<file path="config.mk">
export PLATFORM = sky130hd
export DESIGN_NAME = ffha_alu
export DESIGN_NICKNAME = d
export VERILOG_FILES = /design/src/rtl/core/ffha_alu.sv
export SDC_FILE = /design/constraint.sdc
export NUM_CORES = 1
export LEC_CHECK = 0
export BUFFER_PORTS_ARGS = -buffer_cell sky130_fd_sc_hd__buf_2
export CAP_MARGIN = 25
export CORE_ASPECT_RATIO = 0.7
export CORE_UTILIZATION = 43
export DETAILED_ROUTE_END_ITERATION = 6
export PLACE_DENSITY = 0.89
export SYNTH_ARGS = -nofsm -noshare
export SYNTH_HDL_FRONTEND = slang
export SYNTH_SLANG_ARGS = --single-unit
</file>
<file path="constraint.sdc">
create_clock -name vclk -period 3.2
set_input_delay 0.16 -clock vclk [all_inputs]
set_output_delay 0.16 -clock vclk [all_outputs]
set_load 0.02 [all_outputs]
</file>
<file path="src/rtl/core/ffha_alu.sv">
`timescale 1ns / 1ps
// ----------------------------------------------------------------------------
// ffha_alu: shared three-operand adder with a limit compare
// Every sum and most bound checks of the allocator go through this one unit.
// ----------------------------------------------------------------------------
module ffha_alu #(
  parameter int W = 16
) (
  input  logic [W-1:0] a_i,
  input  logic [W-1:0] b_i,
  input  logic [W-1:0] c_i,
  input  logic [W-1:0] lim_i,
  output logic [W-1:0] sum_o,
  output logic         ge_o
);

  // The sum wraps at W bits, which also serves subtraction by complement.
  assign sum_o = a_i + b_i + c_i;
  assign ge_o  = (sum_o >= lim_i);

endmodule

</file>
==> impl_metrics.csv <==
group,metric,value,unit
route,vias,1587,
yosys,synth-xor-area-share,9.491,%
placement,place_area,2151,µm²
layout,diodes,0,
timing,clock.fmax,284.2,MHz
route,drtIter0Drc,52,
timing,tightestPinTransition,0.4438,ns
floorplanning,die_w,71.41,µm
route,wl_per_cell,12.21,µm
yosys,synthMuxAreaShare,0.7765,%
yosys,ys_warn_count,0,
worst_setup_path,critPathCapture,"ge_o",
floorplanning,pin_count,81,
grt,grt_max_degree,8,
timing,finalSetupViolCount,1,
layout,fillers,263,
worst_setup_path,critPathSlowestCell,"fa_1",
pwr,p_int,532.9,µW
placement,dp_hpwl,3.476,mm
worst_setup_path,required,3.04,ns
yosys,synthAdderAreaFrac,47.97,%
route,drt-total-wl,3.797,mm
pwr,seqPwrFrac,0,%
worst_setup_path,worstPathArrival,3.36,ns
layout,clock_buffers,0,
worst_setup_path,end_kind,"primary output",
timing,setup_slack,-0.3192,ns
timing,slew_headroom,70.16,%
timing,period_share,110.0,%
layout,fin_nets,385,
grt,grt_pass1_wl,6.189,mm
worst_setup_path,criticalPathCategory,"in2out",
yosys,syn_nets,274,
pwr,p_sw,609.3,µW
pwr,clockPowerShare,0,%
outcome,outcome,"complete, but fails checks",
layout,design.seq.count,0,
worst_setup_path,crit_fanout,2,
floorplanning,core.rowCount,17,
placement,numPortBuffers,81,
floorplanning,die_h,50.59,µm
grt,grt_pass1_vias,1523,
yosys,netlist_area,1450,µm²
yosys,synth_area_per_cell,8.842,µm²
pwr,power,1.142,mW
yosys,synth_top_family_by_area,"adder cells",
layout,fin_area,2217,µm²
timing,hold_viol,0,
yosys,synthSimpleGateAreaFrac,11.91,%
yosys,synth_compound_area_share,22.78,%
route,vias_per_cell,5.103,
floorplanning,die_area,3612,µm²
pwr,p_leak,1.237,nW
yosys,synth_cell_types,36,
floorplanning,core-area,3191,µm²
worst_setup_path,worstSetupStartpointType,"input port",
yosys,ys_seq_area_share,0,%
worst_hold_path,worstHoldPathType,"in2out",
worst_setup_path,worstPathCellList,"buf_6 -> inv_4 -> fa_1 -> inv_1 -> ha_2 -> fa_2 -> a21oi_4 -> o2bb2ai_4 -> buf_4 -> nor2_2 -> o21ai_1 -> xor2_1 -> ha_1 -> a21o_1 -> a21o_1 -> a21oi_2 -> o21a_1 -> o21ai_2 -> buf_6",
grt,grt_antenna_before_repair,0,
layout,regArea,0,µm²
pwr,comb_power_share,100.0,%
route,firstDrtPassIters,6,
yosys,syn-instance-count,164,
worst_setup_path,startpoint,"a_i[1]",
layout,drive_gt1_share,48.72,%
grt,grtUsageTotal,21.10,%
layout,syn_to_final_growth,52.89,%
route,drcViolationCount,5,
timing,drv_slew,0,
run,drv_cap,0,
timing,rsz0062_at_grt,"yes",
pwr,vdd_drop_max,0.0001975,V
layout,multi_input_area,1424,µm²
timing,finalCriticalPeriod,3.519,ns
route,antenna_left,0,
pwr,power_density,515.2,nW/µm²
pwr,switching_share,53.34,%
outcome,violations,"design-rule violations, negative setup slack",
worst_setup_path,max_stage_delay,0.53,ns
placement,gp_congestion,0.8538,
floorplanning,initial_utilization,45.45,%
grt,grt_remaining_overflow,0,
through the flow:
step	util (%)	setup TNS, ns	cells	worst slack [ns]	hold WS (ns)
finish	69.49	-0.3192	311	-0.3192	0.7291
global route	69.49	-0.4952	311	-0.4952	0.7737
detailed placement	67.41	-0.4958	307	-0.4958	0.7342
global placement	67.41	-0.3870	307	-0.3870	0.7303
floorplan	-	-0.1964	164	-0.1964	0.5895
CTS	68.35	-0.4702	309	-0.4702	0.7355
kinds of logic after synthesis:
kind of cell               count (synthesis)
xor gates and xnor gates                  14
AOI/OAI and AO/OA                         43
and+or+nand+nor                           33
muxes                                      1
adders and majority gates                 46
buffers and inverters                     27
cells in the mapped netlist (all sizes together):
cell,n,share of area [%]
a211o,1,0.60
a211oi,1,0.86
a21o,10,5.2
a21oi,13,5.3
a221oi,1,0.60
a31oi,2,0.86
a41o,1,0.69
and3,3,1.5
buf,1,0.34
fa,16,22
ha,30,26
inv,26,6.7
mux2,1,0.78
nand2,7,1.8
nand2b,1,0.43
nand3,7,2.4
nand4,3,1.3
nor2,7,1.8
nor2b,1,0.43
nor3,2,1.4
nor4,2,0.86
o21a,1,0.52
o21ai,5,1.7
o21ba,1,0.69
o21bai,2,1.0
o2bb2ai,1,1.0
o311a,1,0.69
o311ai,1,0.60
o31ai,1,0.52
o41ai,1,1.9
xnor2,10,7.1
xor2,4,2.4
power groups by stage:
| stage | Clock (mW) | Combinational [mW] | Sequential (mW) |
|---|---|---|---|
| 2_1_floorplan | 0 | 0.699 | 0 |
| 3_3_place_gp | 0 | 1.04 | 0 |
| 3_5_place_dp | 0 | 1.07 | 0 |
| 4_1_cts | 0 | 1.10 | 0 |
| 5_1_grt | 0 | 1.25 | 0 |
| 6_report | 0 | 1.14 | 0 |
metal layers:
| metal | share of wire (%) | global-route usage, % | vias to the layer above |
|---|---|---|---|
| li1 | - | - | 799 |
| met4 | 0.92 | 3.667 | 0 |
| met5 | 0 | 0 | - |
| met2 | 50 | 40.16 | 51 |
| met3 | 4.6 | 1.004 | 4 |
| met1 | 45 | 26.68 | 733 |
cell usage in the layout, fill, tap and decap left out, types with 2 or more instances in the layout:
cell,n
a21o_1,10
xnor2_1,8
ha_1,28
fa_1,15
xnor2_2,2
nor2_1,6
a31oi_1,2
and3_2,2
inv_1,24
xor2_1,4
o21ai_0,2
buf_2,78
o21bai_1,2
nand2_1,7
buf_4,30
buf_6,2
nand3_1,7
nand4_1,3
a21oi_1,11
o21ai_1,2
what timing repair did:
item	4_1_cts	5_1_grt
cloned	0	0
hold buffers	0	0
pin swaps	10	7
setup endpoints to repair	1	1
resized for setup	5	5
setup buffers	2	2
worst max-delay path, delay by kind of cell:
family / cells / cell delay, ns
AND/OR/NAND/NOR: 1 / 0.11
XOR/XNOR: 1 / 0.22
adder cells (fa/ha/maj): 4 / 1.37
AO/OA/AOI/OAI: 8 / 1.07
buffers and inverters: 5 / 0.44
area by class of cell:
cell class,instances,share of cell area [%]
Inverter,26,4.853
Tap cell,38,2.144
Multi-Input combinational cell,137,64.22
Timing Repair Buffer,110,28.78
worst min path at each step:
| stage | startpoint | to | slack [ns] | cells past startpoint |
|---|---|---|---|---|
| after CTS | c_i[0] | sum_o[0] | 0.74 | 3 |
| after global routing | c_i[0] | sum_o[0] | 0.77 | 3 |
| after detailed placement | c_i[0] | sum_o[0] | 0.73 | 3 |
| final | c_i[0] | sum_o[0] | 0.73 | 3 |
| after global placement | c_i[0] | sum_o[0] | 0.73 | 3 |
| after floorplan | c_i[0] | sum_o[0] | 0.59 | 1 |
No activity file was read; power rests on OpenSTA's default activity.
